==> config.mk <==
export PLATFORM = sky130hd
export DESIGN_NAME = dpat_ctrl
export DESIGN_NICKNAME = d
export VERILOG_FILES = /design/src/rtl/dpat_pkg.sv /design/src/rtl/dpat_ctrl.sv
export VERILOG_INCLUDE_DIRS = /design/src /design/src/rtl
export SDC_FILE = /design/constraint.sdc
export NUM_CORES = 1
export LEC_CHECK = 0
export BUFFER_PORTS_ARGS = -buffer_cell sky130_fd_sc_hd__buf_2
export CAP_MARGIN = 5
export CELL_PAD_IN_SITES_DETAIL_PLACEMENT = 0
export CELL_PAD_IN_SITES_GLOBAL_PLACEMENT = 1
export CORE_MARGIN = 10
export CORE_UTILIZATION = 27
export CTS_BUF_LIST = sky130_fd_sc_hd__clkbuf_4 sky130_fd_sc_hd__clkbuf_8
export DETAILED_ROUTE_END_ITERATION = 10
export PLACE_DENSITY_LB_ADDON = 0.05
export SLEW_MARGIN = 10
export SYNTH_ARGS = -nofsm -noshare
export SYNTH_HDL_FRONTEND = slang
export SYNTH_SLANG_ARGS = --single-unit
export TNS_END_PERCENT = 50
==> constraint.sdc <==
create_clock -name clk_i -period 1.9 [get_ports clk_i]
set_input_delay 0.285 -clock clk_i [delete_from_list [all_inputs] [get_ports clk_i]]
set_output_delay 0.285 -clock clk_i [all_outputs]
set_load 0.03 [all_outputs]
==> src/rtl/assert_macros.svh <==
// ----------------------------------------------------------------------------
// assertion macros
// shared concurrent assertion wrappers, clocked on clk_i, off during reset
// ----------------------------------------------------------------------------
`ifndef ASSERT_MACROS_SVH
`define ASSERT_MACROS_SVH

// implication checked at every clock edge
`define DPAT_ASSERT(lbl, prop, msg) \
  lbl: assert property (@(posedge clk_i) disable iff (!rst_ni) prop) else $error(msg);

// condition in one cycle requires a condition in the next
`define DPAT_ASSERT_NEXT(lbl, cond, nxt, msg) \
  lbl: assert property (@(posedge clk_i) disable iff (!rst_ni) (cond) |=> (nxt)) \
    else $error(msg);

`endif

==> src/rtl/dpat_pkg.sv <==
// ----------------------------------------------------------------------------
// dpat_pkg
// shared constants and controller/datapath interface types
// ----------------------------------------------------------------------------
package dpat_pkg;

  localparam int unsigned MAX_PAGES = 1024;
  localparam int unsigned PAGE_W    = 10;
  localparam int unsigned USED_W    = 11;
  localparam int unsigned BUCKETS   = 1024;
  localparam int unsigned BKT_W     = 10;
  localparam int unsigned OWNER_W   = 30;
  localparam int unsigned SPACE_MUL = 23;
  localparam logic [4:0]  MIN_LOG   = 5'd10;
  localparam logic [4:0]  MAX_LOG   = 5'd16;
  localparam logic [4:0]  LOG_RESET = 5'd12;

  localparam logic [2:0] REG_PAGE_LOG = 3'd0;

  localparam logic [1:0] MODE_XLATE  = 2'd0;
  localparam logic [1:0] MODE_RECORD = 2'd1;

  localparam logic [1:0] KIND_READ  = 2'd0;
  localparam logic [1:0] KIND_WRITE = 2'd1;
  localparam logic [1:0] KIND_EXEC  = 2'd2;

  localparam logic [1:0] ST_HIT      = 2'd0;
  localparam logic [1:0] ST_NEW      = 2'd1;
  localparam logic [1:0] ST_FULL     = 2'd2;
  localparam logic [1:0] ST_UNMAPPED = 2'd3;

  typedef struct packed {
    logic       load;
    logic       clr;
    logic       probe;
    logic       from_head;
    logic       alloc;
    logic       cnt_upd;
    logic       res_valid;
    logic [1:0] res_status;
    logic       res_xlate;
    logic       res_new;
    logic       res_counts;
  } cmd_t;

  typedef struct packed {
    logic       clr_last;
    logic       head_empty;
    logic       link_end;
    logic       match;
    logic       full;
    logic       page_ok;
    logic [1:0] mode;
  } sts_t;

endpackage

==> src/rtl/dpat_ctrl.sv <==
// ----------------------------------------------------------------------------
// dpat_ctrl
// sequencer for bucket clear, chain walk, allocation and counter access
// ----------------------------------------------------------------------------
`include "assert_macros.svh"

module dpat_ctrl (
  input  logic          clk_i,
  input  logic          rst_ni,
  input  logic          start_i,
  output logic          busy_o,
  input  dpat_pkg::sts_t sts_i,
  output dpat_pkg::cmd_t cmd_o
);

  typedef enum logic [2:0] {
    S_CLEAR,
    S_IDLE,
    S_HASH,
    S_HEAD,
    S_PROBE,
    S_ALLOC,
    S_CREAD,
    S_CDATA
  } state_e;

  state_e state_q, state_d;
  dpat_pkg::cmd_t cmd;
  logic walk_st;

  always_comb begin
    state_d = state_q;
    cmd     = '0;
    case (state_q)
      S_CLEAR: begin
        cmd.clr = 1'b1;
        if (sts_i.clr_last) begin
          state_d = S_IDLE;
        end
      end
      S_IDLE: begin
        if (start_i) begin
          cmd.load = 1'b1;
          state_d  = S_HASH;
        end
      end
      S_HASH: state_d = (sts_i.mode == dpat_pkg::MODE_XLATE) ? S_HEAD : S_CREAD;
      S_HEAD: begin
        if (!sts_i.head_empty) begin
          cmd.probe     = 1'b1;
          cmd.from_head = 1'b1;
          state_d       = S_PROBE;
        end else if (sts_i.full) begin
          cmd.res_valid  = 1'b1;
          cmd.res_status = dpat_pkg::ST_FULL;
          state_d        = S_IDLE;
        end else begin
          state_d = S_ALLOC;
        end
      end
      S_PROBE: begin
        if (sts_i.match) begin
          cmd.res_valid  = 1'b1;
          cmd.res_status = dpat_pkg::ST_HIT;
          cmd.res_xlate  = 1'b1;
          state_d        = S_IDLE;
        end else if (!sts_i.link_end) begin
          cmd.probe = 1'b1;
        end else if (sts_i.full) begin
          cmd.res_valid  = 1'b1;
          cmd.res_status = dpat_pkg::ST_FULL;
          state_d        = S_IDLE;
        end else begin
          state_d = S_ALLOC;
        end
      end
      S_ALLOC: begin
        cmd.alloc      = 1'b1;
        cmd.res_valid  = 1'b1;
        cmd.res_status = dpat_pkg::ST_NEW;
        cmd.res_xlate  = 1'b1;
        cmd.res_new    = 1'b1;
        state_d        = S_IDLE;
      end
      S_CREAD: begin
        if (sts_i.page_ok) begin
          state_d = S_CDATA;
        end else begin
          cmd.res_valid  = 1'b1;
          cmd.res_status = dpat_pkg::ST_UNMAPPED;
          state_d        = S_IDLE;
        end
      end
      S_CDATA: begin
        cmd.cnt_upd    = (sts_i.mode == dpat_pkg::MODE_RECORD);
        cmd.res_valid  = 1'b1;
        cmd.res_status = dpat_pkg::ST_HIT;
        cmd.res_counts = 1'b1;
        state_d        = S_IDLE;
      end
      default: state_d = S_IDLE;
    endcase
  end

  always_ff @(posedge clk_i or negedge rst_ni) begin
    if (!rst_ni) begin
      state_q <= S_CLEAR;
    end else begin
      state_q <= state_d;
    end
  end

  assign busy_o  = (state_q != S_IDLE);
  assign cmd_o   = cmd;
  assign walk_st = (state_q == S_HEAD) || (state_q == S_PROBE);

  `DPAT_ASSERT(a_alloc_not_full, (state_q == S_ALLOC) |-> !sts_i.full, "alloc while full")
  `DPAT_ASSERT_NEXT(a_res_then_idle, cmd.res_valid, state_q == S_IDLE, "no idle after result")
  `DPAT_ASSERT(a_probe_order, (state_q == S_PROBE) |-> $past(walk_st), "probe without head read")

endmodule

* Word level (Yosys, flattened, before mapping) *
Index checks and enable logic that the tools add are counted.

cells by class
  mux-type cells = 28
  reduce and logical (&&, ||, !) cells = 4
  equal/unequal tests = 12

operators by type and width
  cell                  number
  $mux W3               13
  $pmux W3 S7           1
  $pmux W3 S5           1
  $eq A3 B3 Y1 const B  4
  $mux W1               10
  $eq A3 B2 Y1 const B  2
  $ne A2 B2 Y1 const B  2
  $pmux W1 S2           2
  $eq A3 B1 Y1 const B  1
  $logic_not A3 Y1      1
  $ne A3 B1 Y1 const B  1
  $ne A3 B3 Y1 const B  1
  $reduce_and A3 Y1     1
  $eq A2 B1 Y1 const B  1
  $logic_not A2 Y1      1
  $mux W2               1
  $reduce_or A2 Y1      1

word-level totals
  output and inout port bits = 13
  input bits = 11
  flip-flop bits (word level) = 3
  word-level logic and storage cells = 45

* Logic depth before layout (Yosys ltp) *
Gate-level depths: netlist of run 1.

  word-level depth = 4
  mapped depth = 4
  depth with buffers taken out = 3

* Least setup slack after synthesis of run 1 *
No wires, ideal clock.

  kind = register -> output
  start point = register state_q[0]
  end point = output port cmd_o[4] in the netlist's numbering
  data arrival time = 1.430 ns
  required time = 1.615 ns
  buffers on the path = 0
  cell stages (with the launch flop) = 3
  slack = 0.185 ns
  path through = dfrtp_1 -> or4b_4 -> o21ai_1

RTL lines
  what                    line              RTL
  from (decl)             dpat_ctrl.sv:27   state_e state_q, state_d;
  from (signal assigned)  dpat_ctrl.sv:109  state_q <= state_d;
  to (decl)               dpat_ctrl.sv:13   output dpat_pkg::cmd_t cmd_o

==> reports/metrics.cfg, run 1 <==
[finish]
largest_reg_flops=3
utilization_pct=41.7
final_cell_mix=23 x buf_2, 4 x clkbuf_4
regArea_sq_um=75.1
layout_commonest_cell=buf_2
layoutNonFillerInstCount=87
num_antenna_cells=0
multi_input_area_sq_um=254
n_fill_cell=145
regMostFlops=state_q
syn_to_final_growth_pct=48.9
top_regs=state_q: 3 flops
nets=84
layout-drive-gt1-share_pct=48.6

[clock_tree]
clkSinkCount=3
cts_buffers=3
cts_tree=yes
cts_root_buffer=clkbuf_4
clk_latency_ps=230
htreeDepth=1
post-cts-setup-buffers=0
cts_max_path_buffers=2
clkSlewWorstSetupHoldPaths_ps=40

[worst_setup_path]
cp.arrival_ps=1520
slowest_delay_ps=570
setup.worst_path.end_class=output port
r2r_cells=3
cp_cell_sequence=or4b_4 -> o22ai_2 -> buf_2
critPathKind=register to output port
r2r-start=state_q[0]$_DFFE_PN0P_
slowest_stage=or4b_4
reg2reg_slack_ps=530
crit_fanout=4
required_ps=1620
cp-start-kind=register
r2r_end=state_q[0]$_DFFE_PN0P_

[route]
wl_per_cell_um=13.2
final_antenna_net_count=0
drc=0
vias=418
drt_iter0_drc=2
firstDrtPassIters=3
vias_per_cell=4.80
wl_um=1150

[floorplan]
die_h_um=56.3
std_cell_rows=13
die_area_sq_um=3170
die_w_um=56.3
num_io_pins=24
start_util_pct=28.0
core_sq_um=1270

[timing]
setup-violations-final=0
final.min_clock_period_ps=1810
finClkSkew_ps=2.37
hold_viol_final=0
slew_viol_final=0
final.setup.worst_slack_ps=93.0
rsz0062_at_grt=false
relSlewSlack_pct=84.4
post-route-period-util_pct=95.1
fmax_mhz=553
tightest_slew_ps=234
tns_ps=0

[run_status]
status=finished clean

[global_routing]
top_usage_layer=met2
grt_pass1_wl_um=1950
gr-usage-all-layers_pct=7.53
use_met3_pct=3.37
grt.met2_usage_pct=12.2
antenna_found_initial=0
grt_max_degree=13
grt_pass1_vias=458
overflow=0
grt_use_met1_pct=7.54

[yosys]
synthCells=45
netlist_area_sq_um=355
synth_top_cell_area_share_pct=21.1
synth_nets=56
synth-seq-cells=3
yosysTopAreaCell=dfrtp_1
syn_avg_cell_area_sq_um=7.90
synthTopCellsByArea=dfrtp_1 21%, o21a_1 6.3%, nand2b_1 5.3%
ys_seq_area_share_pct=21.1
ys_types=27
synth_warnings=0

[worst_hold_path]
min-delay-path-class=input pin to register
hold_depth=2
hold_start=start_i
min_to=state_q[0]$_DFFE_PN0P_

[placement]
dp_hpwl_um=949
io_buffers=23
place_ws_ps=333
gp_congestion=0.689
place_inst=82

[power_and_ir_drop]
p_leak_uw=0.000276
power_density_nw_per_um2=1580
ir_drop_uv=756

[run]
cap_violations=0

layout make-up:
cell class / count / share of cell area, %
inverters: 1 / 0.709
repair buffers: 27 / 27.9
well taps: 15 / 3.55
multi-input cells: 37 / 48.0
flip-flops and latches: 3 / 14.2
clock buffers: 4 / 5.67
power by group:
| part | internal, uW | total (uW) | switching (uW) |
|---|---|---|---|
| logic | 226 | 607 | 381 |
| registers | 92.9 | 107 | 13.6 |
| clock network | 92.6 | 122 | 29.4 |
cell families (layout without fill, tap and decap cells):
group | after synthesis | after routing | share of synthesized area, %
and+or+nand+nor | 22 | 22 | 39.1
muxes | 1 | 1 | 3.17
buffers and inverters | 5 | 32 | 7.39
DFF | 3 | 3 | 21.1
AOI/OAI and AO/OA | 14 | 14 | 29.2
how the worst max path moves through the flow:
| stage | startpoint | end | slack [ps] | depth (start not counted) |
|---|---|---|---|---|
| finish | state_q[0]$_DFFE_PN0P_ | cmd_o[9] | 90 | 3 |
| global route | state_q[0]$_DFFE_PN0P_ | cmd_o[9] | 40 | 3 |
| CTS | state_q[0]$_DFFE_PN0P_ | cmd_o[9] | 80 | 3 |
| detailed placement | state_q[0]$_DFFE_PN0P_ | cmd_o[9] | 330 | 3 |
| global placement | state_q[0]$_DFFE_PN0P_ | cmd_o[4] | 330 | 3 |
| floorplan | state_q[0]$_DFFE_PN0P_ | cmd_o[4] | 190 | 2 |
synthesized netlist by cell type:
master,n
nand2_1,2
or3_1,1
and3_1,2
buf_4,1
nor3b_1,2
o21a_1,3
o21ba_2,1
mux2_2,1
o21ai_0,2
nor2_1,3
and3b_1,1
nor2b_1,1
o32ai_2,1
a21oi_1,3
and2_1,1
or4b_4,1
nand2b_1,3
a31oi_1,1
dfrtp_1,3
and4b_1,1
o21ai_1,1
inv_1,1
o22ai_1,1
nor3_1,3
buf_2,3
nand3b_1,1
o22ai_2,1
per-layer routing:
layer,up-vias,wire (um)
li1,221,-
met5,-,0
met2,13,546
met1,184,463
met3,0,135
met4,0,0
through the flow:
step | power, uW | cell area (sq um) | hold slack [ps]
floorplan | 553 | 355 | -10.6
global placement | 724 | 489 | 80.7
detailed placement | 721 | 489 | 82.3
CTS | 853 | 529 | 282
global route | 912 | 529 | 306
finish | 836 | 529 | 296
worst max-delay path: cells and delay by family (launching register included):
family / cells / cell delay (ps)
buf+inv: 1 / 220
simple gates: 1 / 570
compound gates: 1 / 140
flops: 1 / 370
repair_timing:
action	in CTS	in global routing
endpoints found under the setup margin	0	1
resized for setup	0	1
hold buffers	1	0
endpoints found under the hold margin	3	0
Note: power is estimated with default switching activity, not from simulation.
==> inputs of run 2 (changes only) <==
--- a/config.mk
+++ b/config.mk
@@ -14,6 +14,7 @@
 export CORE_UTILIZATION = 27
 export CTS_BUF_LIST = sky130_fd_sc_hd__clkbuf_4 sky130_fd_sc_hd__clkbuf_8
 export DETAILED_ROUTE_END_ITERATION = 10
+export GPL_TIMING_DRIVEN = 0
 export PLACE_DENSITY_LB_ADDON = 0.05
 export SLEW_MARGIN = 10
 export SYNTH_ARGS = -nofsm -noshare
==> run 2 against run 1 <==
Cell count rose by 1.1%. Hold slack got worse by 24 ps. Clock-buffer cell count did not move. Sequential share of layout area fell by 0.13 points. Die area did not move. Utilization rose by 0.39 points. Clock skew barely moved. Wire length rose by 2.3%. Setup slack got worse by 40 ps.
==> reports/metrics.cfg, run 2 (same netlist as run 1, synthesis figures left out) <==
[timing]
setup-violations-final=0  ; unchanged
finClkSkew_ps=2.76  ; +0.392 ps
rsz0062_at_grt=false
post-route-period-util_pct=97.2  ; +2.1 points
fmax_mhz=541  ; -2.2%
slew_viol_final=0  ; unchanged
tightest_slew_ps=244  ; +10.3 ps
tns_ps=0  ; unchanged
relSlewSlack_pct=83.7  ; -0.65 points
hold_viol_final=0  ; unchanged
final.min_clock_period_ps=1850  ; +40.0 ps

[power_and_ir_drop]
p_sw_share_pct=51.1  ; +0.29 points
power_frac_clock_pct=15.2  ; +0.6 points
pwr-share-comb_pct=71.0  ; -1.6 points
seqPwrFrac_pct=13.8  ; +1.1 points
p_leak_uw=0.000281  ; +1.8%
power_density_nw_per_um2=1560  ; -1.2%
ir_drop_uv=619  ; -18%
p_sw_uw=426  ; +0.36%
p_int_uw=408  ; -0.81%

[global_routing]
grt_pass1_wl_um=1970  ; +0.72%
antenna_found_initial=0  ; unchanged
overflow=0  ; unchanged
grt_use_met1_pct=8.51  ; +0.97 points
grt_max_degree=11  ; -2
grt.met2_usage_pct=11.4  ; -0.79 points
gr-usage-all-layers_pct=7.34  ; -0.19 points
use_met3_pct=3.15  ; -0.22 points
grt_pass1_vias=465  ; +1.5%
top_usage_layer=met2

[route]
drc=0  ; unchanged
vias_per_cell=5.09  ; +6.0%
firstDrtPassIters=4  ; +1
vias=448  ; +7.2%
final_antenna_net_count=0  ; unchanged
wl_per_cell_um=13.3  ; +1.1%
wl_um=1170  ; +2.3%
drt_iter0_drc=7  ; +5

[floorplan]
start_util_pct=28.0  ; unchanged
die_area_sq_um=3170  ; unchanged
std_cell_rows=13  ; unchanged
core_sq_um=1270  ; unchanged
num_io_pins=24  ; unchanged
die_w_um=56.3  ; unchanged
die_h_um=56.3  ; unchanged

[clock_tree]
cts_tree=yes
cts_root_buffer=clkbuf_4
clk_latency_ps=230  ; about the same
clkSlewWorstSetupHoldPaths_ps=40  ; about the same
clkSinkCount=3  ; unchanged
htreeDepth=1  ; unchanged
post-cts-setup-buffers=0  ; unchanged
cts_buffers=3  ; unchanged
cts_max_path_buffers=2  ; unchanged

[finish]
n_fill_cell=157  ; +8.3%
layoutNonFillerInstCount=88  ; +1.1%
largest_reg_flops=3  ; unchanged
syn_to_final_growth_pct=50.4
layout_commonest_cell=buf_2
regMostFlops=state_q
layout-drive-gt1-share_pct=50.7  ; +2.1 points
top_regs=state_q: 3 flops
final_cell_mix=25 x buf_2, 4 x clkbuf_4
nets=85  ; +1.2%
num_antenna_cells=0  ; unchanged

[worst_setup_path]
cp-start-kind=register
critPathKind=register to output port
required_ps=1620  ; about the same
crit_fanout=4  ; unchanged
cp.arrival_ps=1560  ; +40 ps
setup.worst_path.end_class=output port

[worst_hold_path]
min-delay-path-class=input pin to register

[run]
cap_violations=0  ; unchanged

[run_status]
status=finished clean

[placement]
gp_congestion=0.757  ; +9.8%
place_inst=83  ; +1.2%
dp_hpwl_um=954  ; +0.52%
io_buffers=23  ; unchanged

[run 2: cell count changes in the layout (fill, tap and decap cells not counted)]
| cell | previous run | this run |
|---|---|---|
| buf_2 | 23 | 25 |
| nor2b_2 | 0 | 1 |
| nor2b_1 | 1 | 0 |
| buf_4 | 3 | 2 |
[run 2: area by class of cell]
type / instances / area [sq um] / share of cell area (%)
Multi-Input combinational cell: 37 / 256 / 48.0
Timing Repair Buffer: 24 / 128 / 23.9
Sequential cell: 3 / 75.1 / 14.1
Clock buffer: 4 / 30.0 / 5.62
Buffer: 4 / 22.5 / 4.22
Tap cell: 15 / 18.8 / 3.51
Inverter: 1 / 3.75 / 0.703
[run 2: power by group through the flow]
stage          logic [uW]  clock network (uW)  registers, uW
2_1_floorplan         443                   0            110
3_3_place_gp          596                   0            117
3_5_place_dp          591                   0            116
4_1_cts               594                 132            115
5_1_grt               646                 135            119
6_report              592                 127            115
[run 2: per-layer routing]
| metal | vias to the layer above | wire length (um) | share of wire [%] |
|---|---|---|---|
| li1 | 222 | - | - |
| met1 | 202 | 500 | 43 |
| met2 | 22 | 547 | 47 |
| met3 | 2 | 118 | 10 |
| met4 | 0 | 5 | 0.43 |
| met5 | - | 0 | 0 |
[run 2: path summary, 6_finish.rpt]
check                                               to                    from  cells after the start  slack [ps]
worst max register to register  state_q[0]$_DFFE_PN0P_  state_q[0]$_DFFE_PN0P_                      3         500
worst min-delay path            state_q[0]$_DFFE_PN0P_                 start_i                      2         270
min in group asynchronous       state_q[2]$_DFFE_PN0P_                  rst_ni                      2         370
max in group asynchronous       state_q[1]$_DFFE_PN0P_                  rst_ni                      2        1430
worst min register to register  state_q[1]$_DFFE_PN0P_  state_q[2]$_DFFE_PN0P_                      3         620
worst max-delay path                          cmd_o[4]  state_q[0]$_DFFE_PN0P_                      3          50
[run 2: what timing repair did]
action,4_1_cts,5_1_grt
hold buffers,1,0
endpoints found under the hold margin,3,0
endpoints found under the setup margin,0,4
resized for setup,0,4
[run 2: critical path, stage by stage, from the launching register on]
cell	delay, ps
dfrtp_1	390
or4b_4	580
o21ai_1	150
buf_2	210
[run 2: through the flow]
stage                     area (sq um)  worst slack [ps]  utilization, %  total power (uW)  hold WS [ps]
after global routing               534             0.526            42.1               899           282
after CTS                          529              32.3            41.7               841           270
final                              534              53.0            42.1               834           272
after detailed placement           489               286            38.6               707          82.5
after floorplan                    355               185               -               553         -10.6
after global placement             489               282            38.6               713          80.0
==> inputs of run 3 (changes only) <==
--- a/config.mk
+++ b/config.mk
@@ -16,6 +16,7 @@
 export DETAILED_ROUTE_END_ITERATION = 10
 export GPL_TIMING_DRIVEN = 0
 export PLACE_DENSITY_LB_ADDON = 0.05
+export SETUP_SLACK_MARGIN = 0.1
 export SLEW_MARGIN = 10
 export SYNTH_ARGS = -nofsm -noshare
 export SYNTH_HDL_FRONTEND = slang
==> constraint.sdc (replaced) <==
create_clock -name clk_i -period 1.95 [get_ports clk_i]
set_input_delay 0.2925 -clock clk_i [delete_from_list [all_inputs] [get_ports clk_i]]
set_output_delay 0.2925 -clock clk_i [all_outputs]
set_load 0.03 [all_outputs]
==> run 3 against run 2 <==
Hold slack improved by 8.7 ps. Critical path depth unchanged. Via count increased by 0.45%. Setup slack improved by 74 ps. Sequential cell count unchanged. Combinational power about the same. Clock-buffer cell count unchanged. Non-clock buffer count unchanged. Total power decreased by 0.55%. Utilization increased by 1.7 points. Design area increased by 4.0%.
==> reports/metrics.cfg, run 3 (same netlist as run 1, synthesis figures left out) <==
[run_status]
status=finished clean

[finish]
regMostFlops=state_q
top_regs=state_q: 3 flops
nets=85  ; unchanged
utilization_pct=43.8  ; +1.7 points
syn_to_final_growth_pct=56.3
layout-drive-gt1-share_pct=54.8  ; +4.1 points
final_cell_mix=23 x buf_2, 5 x clkbuf_4
n_fill_cell=156  ; -0.64%
layout_commonest_cell=buf_2
num_antenna_cells=0  ; unchanged
largest_reg_flops=3  ; unchanged

[route]
wl_met3_um=120  ; +1.7%
wl_um=1180  ; +0.34%
drc=0  ; unchanged
firstDrtPassIters=2  ; -2
vias=450  ; +0.45%
final_antenna_net_count=0  ; unchanged
vias_per_cell=5.11  ; +0.45%
highest_layer=met3
drt_iter0_drc=3  ; -4
met2WireLength_um=574  ; +4.9%
wl_met1_um=480  ; -4.0%
wl_per_cell_um=13.4  ; +0.34%

[power_and_ir_drop]
power_density_nw_per_um2=1490  ; -4.4%
p_leak_uw=0.000285  ; +1.6%
ir_drop_uv=599  ; -3.2%

[worst_hold_path]
hold_depth=2  ; unchanged
min-delay-path-class=input pin to register

[clock_tree]
post-cts-setup-buffers=0  ; unchanged
clkSlewWorstSetupHoldPaths_ps=30  ; about the same
clk_latency_ps=230  ; about the same
cts_buffers=3  ; unchanged
cts_tree=yes
clkSinkCount=3  ; unchanged
htreeDepth=1  ; unchanged
cts_max_path_buffers=2  ; unchanged
cts_root_buffer=clkbuf_4

[timing]
final.setup.worst_slack_ps=127  ; +73.8 ps
fin_hold_ws_ps=280  ; +8.74 ps
rsz0062_at_grt=true
post-route-period-util_pct=93.5
relSlewSlack_pct=83.8  ; about the same
tns_ps=0  ; unchanged
setup-violations-final=0  ; unchanged
hold_viol_final=0  ; unchanged
tightest_slew_ps=243  ; -0.768 ps
fmax_mhz=549
final.min_clock_period_ps=1820
slew_viol_final=0  ; unchanged
finClkSkew_ps=4.45  ; +1.68 ps

[worst_setup_path]
cp_cell_sequence=or4b_4 -> o22ai_2 -> buf_6
slowest_stage=or4b_4
crit_fanout=4  ; unchanged
critPathKind=register to output port
cp-start-kind=register
r2r_cells=3  ; unchanged
cp.arrival_ps=1530  ; -30 ps
critPathTopFamily=simple AND/OR/NAND/NOR gates
reg2reg_slack_ps=540  ; +40 ps
required_ps=1660  ; +40 ps
path_depth=3  ; unchanged
worst-path-buf-inv=1  ; unchanged
slowest_delay_ps=590  ; about the same
setup.worst_path.end_class=output port

[floorplan]
num_io_pins=24  ; unchanged
die_w_um=56.3  ; unchanged
die_h_um=56.3  ; unchanged
std_cell_rows=13  ; unchanged
core_sq_um=1270  ; unchanged
start_util_pct=28.0  ; unchanged
die_area_sq_um=3170  ; unchanged

[placement]
place_ws_ps=329  ; +42.5 ps
gp_congestion=0.757  ; unchanged
io_buffers=23  ; unchanged
dp_hpwl_um=954  ; unchanged

[global_routing]
antenna_found_initial=0  ; unchanged
grt_pass1_vias=465  ; unchanged
overflow=0  ; unchanged
gr-usage-all-layers_pct=7.34  ; unchanged
grt_pass1_wl_um=1970  ; unchanged
grt_max_degree=11  ; unchanged

[run]
cap_violations=0  ; unchanged

run 3: repair_timing:
item	4_1_cts	5_1_grt
endpoints found under the hold margin	3	0
setup endpoints to repair	2	4
gates cloned	0	0
resized for setup	2	7
pin swaps	0	0
hold buffers	1	0
run 3: final timing paths:
check                                       start                endpoint
max                        state_q[0]$_DFFE_PN0P_                cmd_o[9]
min                                       start_i  state_q[0]$_DFFE_PN0P_
max reg2reg                state_q[0]$_DFFE_PN0P_  state_q[0]$_DFFE_PN0P_
min reg2reg                state_q[2]$_DFFE_PN0P_  state_q[1]$_DFFE_PN0P_
max in group asynchronous                  rst_ni  state_q[1]$_DFFE_PN0P_
min in group asynchronous                  rst_ni  state_q[2]$_DFFE_PN0P_
run 3: worst reg2reg max path, cell delays in order, from the launching register on:
cell and delay [ps]:
dfrtp_1 390, or4b_4 590, o32ai_2 170, o22ai_1 130
run 3: final cells by class:
class / count / area [sq um] / share of cell area [%]
inverters: 1 / 3.75 / 0.676
flip-flops and latches: 3 / 75.1 / 13.5
clock buffers: 4 / 30.0 / 5.41
plain buffers: 4 / 25.0 / 4.50
well taps: 15 / 18.8 / 3.38
multi-input cells: 37 / 269 / 48.4
repair buffers: 24 / 134 / 24.1
run 3: per-layer routing:
| layer | up-vias | GRT usage [%] |
|---|---|---|
| li1 | 222 | - |
| met1 | 213 | 8.51 |
| met2 | 15 | 11.4 |
| met3 | 0 | 3.15 |
| met4 | 0 | 3.09 |
| met5 | - | 0 |
run 3: power breakdown:
part           internal [uW]  leakage [uW]  switching [uW]
sequential              90.7     0.0000377            21.3
clock                   90.6     0.0000184            33.2
combinational            227      0.000229             366
total                    409      0.000285             421
run 3: through the flow:
step                      total power (uW)  cells  cell area, sq um
after floorplan                        539     45               355
after global placement                 694     83               489
after detailed placement               689     83               489
after CTS                              825     88               534
after global routing                   896     88               556
final                                  829     88               556
